<file path="config.mk">
export PLATFORM = sky130hd
export DESIGN_NAME = nmea_line_framer_checker_core
export DESIGN_NICKNAME = d
export VERILOG_FILES = /design/src/design/nlfc_pkg.sv /design/src/design/nlfc_sum_check.sv /design/src/design/nlfc_framer.sv /design/src/design/nmea_line_framer_checker_core.sv
export SDC_FILE = /design/constraint.sdc
export NUM_CORES = 1
export LEC_CHECK = 0
export ABC_CLOCK_PERIOD_IN_PS = 6910
export BUFFER_PORTS_ARGS = -buffer_cell sky130_fd_sc_hd__buf_2
export CORE_ASPECT_RATIO = 1.2
export CORE_MARGIN = 5
export CORE_UTILIZATION = 35
export DETAILED_ROUTE_END_ITERATION = 12
export SYNTH_ARGS = -nofsm -noshare
export SYNTH_HDL_FRONTEND = slang
export SYNTH_SLANG_ARGS = --single-unit
</file>
<file path="constraint.sdc">
create_clock -name clk -period 6.91 [get_ports clk]
set_clock_uncertainty 0.1 [all_clocks]
set_input_delay 1.0365 -clock clk [delete_from_list [all_inputs] [get_ports clk]]
set_output_delay 1.0365 -clock clk [all_outputs]
set_load 0.01 [all_outputs]
</file>
<file path="src/design/nlfc_pkg.sv">
// Shared constants, types and the hex digit decoder for the line framer/checker.
// No dependencies; used by every module of the block.
package nlfc_pkg;

  localparam int BYTE_W            = 8;
  localparam int LEN_W             = 7;
  localparam int LINE_CAPACITY_DEF = 128;
  localparam int MIN_SENTENCE_LEN  = 4;

  localparam logic [BYTE_W-1:0] CHAR_LF     = 8'h0A;
  localparam logic [BYTE_W-1:0] CHAR_CR     = 8'h0D;
  localparam logic [BYTE_W-1:0] CHAR_TAB    = 8'h09;
  localparam logic [BYTE_W-1:0] CHAR_SPACE  = 8'h20;
  localparam logic [BYTE_W-1:0] CHAR_DOLLAR = 8'h24;
  localparam logic [BYTE_W-1:0] CHAR_PLUS   = 8'h2B;
  localparam logic [BYTE_W-1:0] CHAR_MINUS  = 8'h2D;

  typedef struct packed {
    logic       ok;
    logic [3:0] val;
  } hex_digit_t;

  typedef struct packed {
    logic              valid;
    logic [LEN_W-1:0]  length;
    logic              overflow;
    logic [BYTE_W-1:0] checksum;
  } result_t;

  function automatic hex_digit_t hex_digit(input logic [BYTE_W-1:0] c);
    hex_digit_t d;
    d.ok  = 1'b1;
    d.val = 4'd0;
    if (c >= 8'h30 && c <= 8'h39) begin
      d.val = 4'(c - 8'h30);
    end else if (c >= 8'h61 && c <= 8'h66) begin
      d.val = 4'(c - 8'h61 + 8'd10);
    end else if (c >= 8'h41 && c <= 8'h46) begin
      d.val = 4'(c - 8'h41 + 8'd10);
    end else begin
      d.ok = 1'b0;
    end
    return d;
  endfunction

endpackage

</file>
<file path="src/design/nlfc_sum_check.sv">
// Compares the two trailing checksum characters, read as base-16 text, with a sum.
// Depends on nlfc_pkg.
module nlfc_sum_check (
  input  logic [nlfc_pkg::BYTE_W-1:0] c0,
  input  logic [nlfc_pkg::BYTE_W-1:0] c1,
  input  logic [nlfc_pkg::BYTE_W-1:0] sum,
  output logic                        match
);

  nlfc_pkg::hex_digit_t h0;
  nlfc_pkg::hex_digit_t h1;
  logic                 c0_space;
  logic [3:0]           v1;

  assign h0       = nlfc_pkg::hex_digit(c0);
  assign h1       = nlfc_pkg::hex_digit(c1);
  assign c0_space = (c0 == nlfc_pkg::CHAR_SPACE) ||
                    (c0 >= nlfc_pkg::CHAR_TAB && c0 <= nlfc_pkg::CHAR_CR);
  assign v1       = h1.ok ? h1.val : 4'd0;

  always_comb begin
    if (c0_space || c0 == nlfc_pkg::CHAR_PLUS) begin
      match = (sum == {4'd0, v1});
    end else if (c0 == nlfc_pkg::CHAR_MINUS) begin
      match = (sum == '0) && (v1 == 4'd0);
    end else if (h0.ok) begin
      match = h1.ok ? (sum == {h0.val, h1.val}) : (sum == {4'd0, h0.val});
    end else begin
      match = (sum == '0);
    end
  end

endmodule

</file>
<file path="src/design/nlfc_framer.sv">
// Line state (count, running XOR, last four bytes, leading '$') and per-byte result.
// Depends on nlfc_pkg and nlfc_sum_check.
module nlfc_framer #(
  parameter int LINE_CAPACITY = nlfc_pkg::LINE_CAPACITY_DEF
) (
  input  logic                        clk,
  input  logic                        rst,
  input  logic                        step,
  input  logic [nlfc_pkg::BYTE_W-1:0] data,
  input  logic                        check_mode,
  output nlfc_pkg::result_t           result
);

  localparam int CNT_W = $clog2(LINE_CAPACITY + 1);

  logic [CNT_W-1:0]           pending_count;
  logic [CNT_W-1:0]           pending_count_next;
  logic [nlfc_pkg::BYTE_W-1:0] running_xor;
  logic [nlfc_pkg::BYTE_W-1:0] running_xor_next;
  logic [nlfc_pkg::BYTE_W-1:0] recent_bytes [4];
  logic                        starts_with_dollar;
  logic                        starts_with_dollar_next;

  logic                        is_lf;
  logic                        cr;
  logic [CNT_W-1:0]            len;
  logic                        long_enough;
  logic [nlfc_pkg::BYTE_W-1:0] sum;
  logic [nlfc_pkg::BYTE_W-1:0] c0;
  logic [nlfc_pkg::BYTE_W-1:0] c1;
  logic                        match;
  logic [CNT_W-1:0]            count_inc;
  logic                        full;

  assign is_lf       = (data == nlfc_pkg::CHAR_LF);
  assign cr          = (pending_count != '0) && (recent_bytes[0] == nlfc_pkg::CHAR_CR);
  assign len         = cr ? pending_count - CNT_W'(1) : pending_count;
  assign long_enough = (len >= CNT_W'(nlfc_pkg::MIN_SENTENCE_LEN));
  assign sum         = running_xor ^ recent_bytes[0] ^ recent_bytes[1] ^ recent_bytes[2] ^
                       (cr ? recent_bytes[3] : '0);
  assign c1          = cr ? recent_bytes[1] : recent_bytes[0];
  assign c0          = cr ? recent_bytes[2] : recent_bytes[1];
  assign count_inc   = pending_count + CNT_W'(1);
  assign full        = (count_inc == CNT_W'(LINE_CAPACITY));

  nlfc_sum_check u_sum_check (
    .c0    (c0),
    .c1    (c1),
    .sum   (sum),
    .match (match)
  );

  always_comb begin
    result.valid    = 1'b0;
    result.length   = '0;
    result.overflow = 1'b0;
    result.checksum = '0;
    if (is_lf) begin
      result.valid    = (len != '0) &&
                        (!check_mode || (long_enough && starts_with_dollar && match));
      result.length   = nlfc_pkg::LEN_W'(len);
      result.checksum = long_enough ? sum : '0;
    end else if (full) begin
      result.valid    = 1'b1;
      result.overflow = 1'b1;
    end
  end

  always_comb begin
    pending_count_next      = count_inc;
    running_xor_next        = running_xor;
    starts_with_dollar_next = starts_with_dollar;
    if (pending_count == '0) begin
      starts_with_dollar_next = (data == nlfc_pkg::CHAR_DOLLAR);
    end else begin
      running_xor_next = running_xor ^ data;
    end
    if (is_lf || full) begin
      pending_count_next      = '0;
      running_xor_next        = '0;
      starts_with_dollar_next = 1'b0;
    end
  end

  always_ff @(posedge clk) begin
    if (rst) begin
      pending_count      <= '0;
      running_xor        <= '0;
      starts_with_dollar <= 1'b0;
      recent_bytes[0]    <= '0;
      recent_bytes[1]    <= '0;
      recent_bytes[2]    <= '0;
      recent_bytes[3]    <= '0;
    end else if (step) begin
      pending_count      <= pending_count_next;
      running_xor        <= running_xor_next;
      starts_with_dollar <= starts_with_dollar_next;
      if (!is_lf) begin
        recent_bytes[3] <= recent_bytes[2];
        recent_bytes[2] <= recent_bytes[1];
        recent_bytes[1] <= recent_bytes[0];
        recent_bytes[0] <= data;
      end
    end
  end

endmodule

</file>
<file path="src/design/nmea_line_framer_checker_core.sv">
// Top level of the NMEA line framer and checksum checker: input register,
// framer, result register and mode register. Depends on nlfc_pkg and nlfc_framer.
//
//   channel | handshake            | payload
//   --------+----------------------+-----------------------------------------
//   cfg     | cfg_valid/cfg_ready  | cfg_data (check_mode)
//   in      | in_valid/in_stall    | rx_byte
//   out     | out_valid/out_stall  | line_length, overflow, sentence_checksum
//
// One byte per cycle sustained while the output is not stalled; a taken byte's result
// passes the input register, then the framer logic and the result register.
// The input register doubles as a skid stage: a byte is taken while a result
// waits, and in_stall rises only when both registers are held.
// Synchronous reset clears the line state, the mode and both valid flags.
// cfg_ready is always high.
module nmea_line_framer_checker_core #(
  parameter int LINE_CAPACITY = nlfc_pkg::LINE_CAPACITY_DEF
) (
  input  logic                        clk,
  input  logic                        rst,
  input  logic                        cfg_valid,
  output logic                        cfg_ready,
  input  logic                        cfg_data,
  input  logic                        in_valid,
  output logic                        in_stall,
  input  logic [nlfc_pkg::BYTE_W-1:0] rx_byte,
  output logic                        out_valid,
  input  logic                        out_stall,
  output logic [nlfc_pkg::LEN_W-1:0]  line_length,
  output logic                        overflow,
  output logic [nlfc_pkg::BYTE_W-1:0] sentence_checksum
);

  logic                        check_mode;
  logic                        in_reg_valid;
  logic [nlfc_pkg::BYTE_W-1:0] in_reg_byte;
  logic                        advance;
  logic                        step;
  logic                        in_take;
  nlfc_pkg::result_t           result;

  assign cfg_ready = 1'b1;
  assign advance   = !out_valid || !out_stall;
  assign step      = in_reg_valid && advance;
  assign in_stall  = in_reg_valid && !advance;
  assign in_take   = in_valid && !in_stall;

  always_ff @(posedge clk) begin
    if (rst) begin
      check_mode <= 1'b0;
    end else if (cfg_valid && cfg_ready) begin
      check_mode <= cfg_data;
    end
  end

  always_ff @(posedge clk) begin
    if (rst) begin
      in_reg_valid <= 1'b0;
    end else if (in_take) begin
      in_reg_valid <= 1'b1;
    end else if (step) begin
      in_reg_valid <= 1'b0;
    end
  end

  always_ff @(posedge clk) begin
    if (in_take) begin
      in_reg_byte <= rx_byte;
    end
  end

  nlfc_framer #(
    .LINE_CAPACITY (LINE_CAPACITY)
  ) u_framer (
    .clk        (clk),
    .rst        (rst),
    .step       (step),
    .data       (in_reg_byte),
    .check_mode (check_mode),
    .result     (result)
  );

  always_ff @(posedge clk) begin
    if (rst) begin
      out_valid <= 1'b0;
    end else if (advance) begin
      out_valid <= step && result.valid;
    end
  end

  always_ff @(posedge clk) begin
    if (advance) begin
      line_length       <= result.length;
      overflow          <= result.overflow;
      sentence_checksum <= result.checksum;
    end
  end

  a_stall_only_when_full: assert property (@(posedge clk) disable iff (rst)
    in_stall |-> (in_reg_valid && out_valid && out_stall))
    else $error("input stalled while a register is free");

  a_overflow_payload: assert property (@(posedge clk) disable iff (rst)
    (out_valid && overflow) |-> (line_length == '0 && sentence_checksum == '0))
    else $error("overflow result carries a length or checksum");

  a_held_byte_kept: assert property (@(posedge clk) disable iff (rst)
    in_stall |=> (in_reg_valid && $stable(in_reg_byte)))
    else $error("held input byte lost during output stall");

endmodule

</file>
Word level (Yosys, flattened, before mapping):

Memories as Yosys holds them, arrays and structs flattened.
Cells that the tools add are included.

* memories: 1
* register bits: 44
* bits of input ports: 14
* output and inout port bits: 19
* word-level logic and storage cells: 134
* memory bits (writable): 32

Memories
* u_framer.recent_bytes: words 4, bits a word 8, rd ports 4, clocked after Yosys merged registers in 0, write ports 4, line nlfc_framer.sv:20 `logic [nlfc_pkg::BYTE_W-1:0] recent_bytes [4];`

* bitwise gates (word level): 9
* mux-type cells: 40
* $add $sub $neg: 12
* eq/ne operators: 11
* magnitude comparators: 15
* reductions and logical operators: 36

Operator list (number)
* two-way mux 8 bit: 11
* XOR 8 bit: 5
* equality test 8 x 6 -> 1 bit (second input constant): 4
* greater-or-equal comparator 8 x 7 -> 1 bit (second input constant): 4
* less-or-equal comparator 8 x 7 -> 1 bit (second input constant): 4
* two-way mux 4 bit: 7
* subtractor 4 x 1 -> 4 bit (second input constant): 6
* two-way mux 1 bit: 22
* adder 4 bit (second input constant): 4
* equality test 8 x 4 -> 1 bit: 2
* equality test 8 x 4 -> 1 bit (second input constant): 2
* greater-or-equal comparator 8 x 6 -> 1 bit (second input constant): 2
* less-or-equal comparator 8 x 6 -> 1 bit (second input constant): 2
* logical AND 1 bit: 16
* logical NOT 8 bit: 2
* nonzero test 8 bit: 2
* adder 8 x 1 -> 8 bit (second input constant): 1
* equality test 8 bit: 1
* equality test 8 bit (second input constant): 1
* greater-or-equal comparator 8 x 3 -> 1 bit (second input constant): 1
* greater-or-equal comparator 8 x 4 -> 1 bit (second input constant): 1
* less-or-equal comparator 8 x 4 -> 1 bit (second input constant): 1
* subtractor 8 x 1 -> 8 bit (second input constant): 1
* AND reduction 2 bit: 3
* 6 further kinds: 18

Logic depth before layout (Yosys ltp):

An unclocked memory read counts as a cell.

* depth in word-level cells: 19
* gate-level depth with buffers: 19
* depth with buffers taken out: 17

Hierarchy:

Synthesis repeated with hierarchy kept, for this count alone.

* cells, all modules: 451
* area total of the unflattened synthesis: 4678.2 um^2

Modules (own cells, without submodules)
* nlfc_framer: area each 3037.9 um^2, seq. area each 1301.2 um^2, instances 1, cells each 307
* nmea_line_framer_checker_core: area each 857.1 um^2, seq. area each 780.7 um^2, instances 1, cells each 40
* nlfc_sum_check: area each 783.3 um^2, seq. area each 0.0 um^2, instances 1, cells each 104

Worst setup path before layout:

Ideal clock, no wire load.

* path kind: reg-to-reg
* from: register u_framer.pending_count[0]
* to: register out_valid
* path buffers: 2
* period minus slack after synthesis: 4.036 ns
* setup slack: 2.874 ns
* cell stages (with the launch flop): 19
* library setup time: 0.125 ns
* data required time: 6.685 ns
* arrival time: 3.811 ns
* path through: dfxtp_1 inv_1 ha_1 or4b_1 buf_2 o211ai_1 buf_2 mux2i_1 ha_1 inv_1 or3_1 nand4_1 o21ai_1 a32oi_1 xnor2_1 a22o_1 a21o_1 a31oi_1 o31ai_2

* word-level cells in the longest chain between the ends: 18
* elaborated cells on any way between the ends: 78
* those cells by class: add/sub (12); order compare (15); eq/ne (7); mux (23); bitwise (1); reduce/logical (20)

RTL lines
* start: declaration: line nlfc_framer.sv:16 `logic [CNT_W-1:0] pending_count;`
* start signal: assignment: line nlfc_framer.sv:95 `pending_count <= pending_count_next;`
* nonzero test 8 bit: line nlfc_framer.sv:36 `assign cr = (pending_count != '0) && (recent_bytes[0] == nlfc_pkg::CHAR_CR);`
* logical AND 1 bit: line nlfc_framer.sv:36
* two-way mux 8 bit (on tied branches): line nlfc_framer.sv:42, nlfc_framer.sv:41
* subtractor 4 x 1 -> 4 bit, or another cell as far along: line nlfc_pkg.sv:37, nlfc_pkg.sv:39
* adder 4 bit / logical AND 1 bit (equally long branches): line nlfc_pkg.sv:37, nlfc_pkg.sv:39, nlfc_pkg.sv:38
* two-way mux 4 bit / two-way mux 1 bit (equally long branches): line nlfc_pkg.sv:38 `end else if (c >= 8'h41 && c <= 8'h46) begin`
* two-way mux 4 bit / two-way mux 1 bit (equally long branches): line nlfc_pkg.sv:36 `end else if (c >= 8'h61 && c <= 8'h66) begin`
* two-way mux 4 bit / two-way mux 1 bit (equally long branches): line nlfc_pkg.sv:34 `if (c >= 8'h30 && c <= 8'h39) begin`
* (+2 left out)
* two-way mux 1 bit / logical AND 1 bit (equally long branches): line nlfc_sum_check.sv:26, nlfc_sum_check.sv:25
* two-way mux 1 bit: line nlfc_sum_check.sv:24 `end else if (c0 == nlfc_pkg::CHAR_MINUS) begin`
* two-way mux 1 bit: line nlfc_sum_check.sv:22 `if (c0_space || c0 == nlfc_pkg::CHAR_PLUS) begin`
* logical AND 1 bit: line nlfc_framer.sv:60 `(!check_mode || (long_enough && starts_with_dollar && match));`
* logical OR 1 bit: line nlfc_framer.sv:60
* logical AND 1 bit: line nlfc_framer.sv:59 `result.valid = (len != '0) &&`
* two-way mux 1 bit *: line nlfc_framer.sv:58 `if (is_lf) begin`
* logical AND 1 bit *: line nmea_line_framer_checker_core.sv:87 `out_valid <= step && result.valid;`
* end signal: assignment: line nmea_line_framer_checker_core.sv:87
* end: declaration: line nmea_line_framer_checker_core.sv:27 `output logic out_valid,`

Every way passes the cells marked *; elsewhere a longest branch is shown, timed or not.
A chain may end at the register's enable or synchronous reset.

Worst setup path after layout:

Ends and elaborated chain as after synthesis.

==> results.toml <==
[clock_network]
clkTransAtPathRegs_ns = 0.07
cts_htree_levels = 3
root_buffer = "clkbuf_16"
cts_tree = "built"
cts_sinks = 76
numCtsBuffers = 9
postCtsSetupBuffers = 0
hold_buffers = 0
clock_latency_ns = 0.34
clockBufferDepth = 2
post_cts_resized = 0

[layout]
areaGrowthSynthToFinish_pct = 11.8
layout-drive-gt1-share_pct = 13.4
regArea_um2 = 2080
antenna_cells = 0
nFillCells = 1328
layout.nets = 525
post-route-util_pct = 39.9
layout.cells.non_filler = 675
multi_input_area_um2 = 2470

[floorplan]
chipWidth_um = 116
initial_core_util_pct = 35.7
dieArea_um2 = 15900
pin_count = 33
die_h_um = 137
std_cell_rows = 46
fp.coreArea_um2 = 13200

[place]
gp_congestion = 0.863
dp.final_hpwl_um = 8720
dp_cells = 659
numPortBuffers = 31

[timing]
timing.fmax_ghz = 0.224
tightest_slew_ns = 0.878
period_needed_ns = 4.46
fin_tns_setup_ns = 0
hold_violations = 0
fin_crit_sh_pct = 64.6
holdWs_ns = 0.402
setup_viol = 0
slew_headroom_pct = 41.4
rsz0062_at_grt = "no"
slew_viol_final = 0

[synthesis]
synth-seq-area-share_pct = 44.1
synthTopCellsByArea = "edfxtp_1, dfxtp_1, xnor2_1"
synth_commonest_cells = "edfxtp_1, nor2_1, nand2_1, xnor2_1, and2_1"
synthCells = 481
yosysTopAreaCell = "edfxtp_1"
ys.flop_type = "edfxtp_1"
synthArstFlopShare_pct = 0
synth_seq_cells = 76
yosysWarnings = 0
syn-mean-instance-area_um2 = 9.82
yosysTopAreaCellShare_pct = 35.6
syn_area_um2 = 4720
synth_edf_count = 56
synth.distinct_cells = 75
synth_nets = 504
synth_most_common_cell = "edfxtp_1"

[route]
post_drt_wl_per_cell_um = 17.1
drt_first_pass_iters = 4
drtAntennaViolNets = 0
viasPerCell = 5.35
routed_wl_um = 11500
drc = 0
route.vias.total = 3610
drtIter0Drc = 204

[power_and_ir_drop]
pwr-share-seq_pct = 47.1
swShare_pct = 27.7
powerDensity_nw_per_um2 = 214
ir_worst_vdd_mv = 0.137
p_int_mw = 0.818
p_clk_share_pct = 39.6
switching_power_mw = 0.313
power_mw = 1.13
comb_power_share_pct = 13.3
power.leakage_nw = 2.02

[critical_path]
cpPeakStageDelay_ns = 0.62
worstPathMaxFanout = 8
worstPathCellList = "inv_1, ha_1, or4b_1, o211ai_1, mux2i_1, ha_1, inv_1, or3_1, nand4_1, o21ai_1, a22oi_1, o21bai_1, xor2_1, nor4_1, a31oi_1, o31ai_2"
crit_arrival_ns = 4.63
critPathTopFamily = "compound AO/OA/AOI/OAI gates"
crit_buf_inv = 2
slowest_stage = "or4b_1"
worst_setup_path_start_kind = "register"
endpoint_kind = "register"
crit_type = "reg -> reg"
required_ns = 7.08

[global_route]
grt_max_degree = 33
grt-ovfl-total = 0
track_usage_pct = 14.7
antenna_found_initial = 0
first_global_vias = 3407
grt_pass1_wl_um = 17900

[run_status]
outcome = "complete, no violations"

[worst_hold_path]
hp-class = "reg -> reg"

[job]
maxCapViolCount = 0
[placed cells by master, fill, tap and decap left out, types with 11 or more instances in the layout]
| master | n |
|---|---|
| and3_1 | 11 |
| nand3_1 | 12 |
| a21oi_1 | 20 |
| and2_1 | 30 |
| nor2_1 | 50 |
| nand2_1 | 38 |
| xnor2_1 | 36 |
| dfxtp_1 | 20 |
| edfxtp_1 | 56 |
| buf_2 | 31 |
| xor2_1 | 19 |
| inv_1 | 13 |
[tightest hold or removal path: cells and delay by family, from the launching register on]
family | cells | cell delay [ns]
compound gates | 2 | 0.13
flops | 1 | 0.32
[worst paths after layout]
path | startpoint | endpoint | slack, ns | depth (start not counted)
setup / recovery | u_framer.pending_count[0] | out_valid | 2.45 | 16
hold / removal | u_framer.starts_with_dollar | u_framer.starts_with_dollar | 0.40 | 2
setup reg to reg | u_framer.pending_count[0] | out_valid | 2.45 | 16
hold reg to reg | u_framer.starts_with_dollar | u_framer.starts_with_dollar | 0.40 | 2
[cells by family (layout without fill, tap and decap cells)]
family                     after synthesis  in the layout  share of synthesized area (%)
DFF                                     76             76                           44.1
adders and majority gates                9              9                           2.38
and+or+nand+nor                        209            209                           24.7
xor gates and xnor gates                56             56                           10.5
other                                    1              1                         0.0794
buffers and inverters                   39             65                           3.73
AOI/OAI and AO/OA                       82             82                           12.6
muxes                                    9              9                           1.93
[registers in the layout, summed over array words and instances (netlist names)]
| name | cells |
|---|---|
| in_reg_valid | 1 |
| out_valid | 1 |
| in_reg_byte | 8 |
| u_framer.running_xor | 8 |
| line_length | 7 |
| overflow | 1 |
| u_framer.recent_bytes | 32 |
| check_mode | 1 |
| sentence_checksum | 8 |
| u_framer.pending_count | 8 |
| u_framer.starts_with_dollar | 1 |
[cell type report]
cell class | count | share of cell area [%]
multi-input combinational | 366 | 46.7
sequential | 76 | 39.4
clock buffer | 9 | 4.26
tap | 168 | 3.98
timing repair buffer | 36 | 3.65
clock inverter | 7 | 1.07
inverter | 13 | 0.924
[through the flow]
| step | setup slack [ns] | cell area, um^2 |
|---|---|---|
| floorplan | 2.87 | 4720 |
| global placement | 2.55 | 5000 |
| detailed placement | 2.48 | 5000 |
| CTS | 2.46 | 5280 |
| global route | 2.16 | 5280 |
| finish | 2.45 | 5280 |
[routing by layer]
metal	part of all wire [%]	track usage (%)	wire length (um)	up-vias
li1	-	-	-	1779
met1	46	19.3	5310	1726
met2	49	23.9	5610	93
met3	3.6	3.16	421	12
met4	1.7	5.42	202	0
met5	0	0	0	-
[power by group through the flow]
stage	Clock, mW	Sequential, mW	Combinational (mW)
final	0.448	0.533	0.150
after detailed placement	0	0.542	0.149
after global placement	0	0.542	0.150
after floorplan	0	0.528	0.122
after CTS	0.463	0.532	0.150
after global routing	0.479	0.535	0.164
Power figures use the tool's default switching activity.
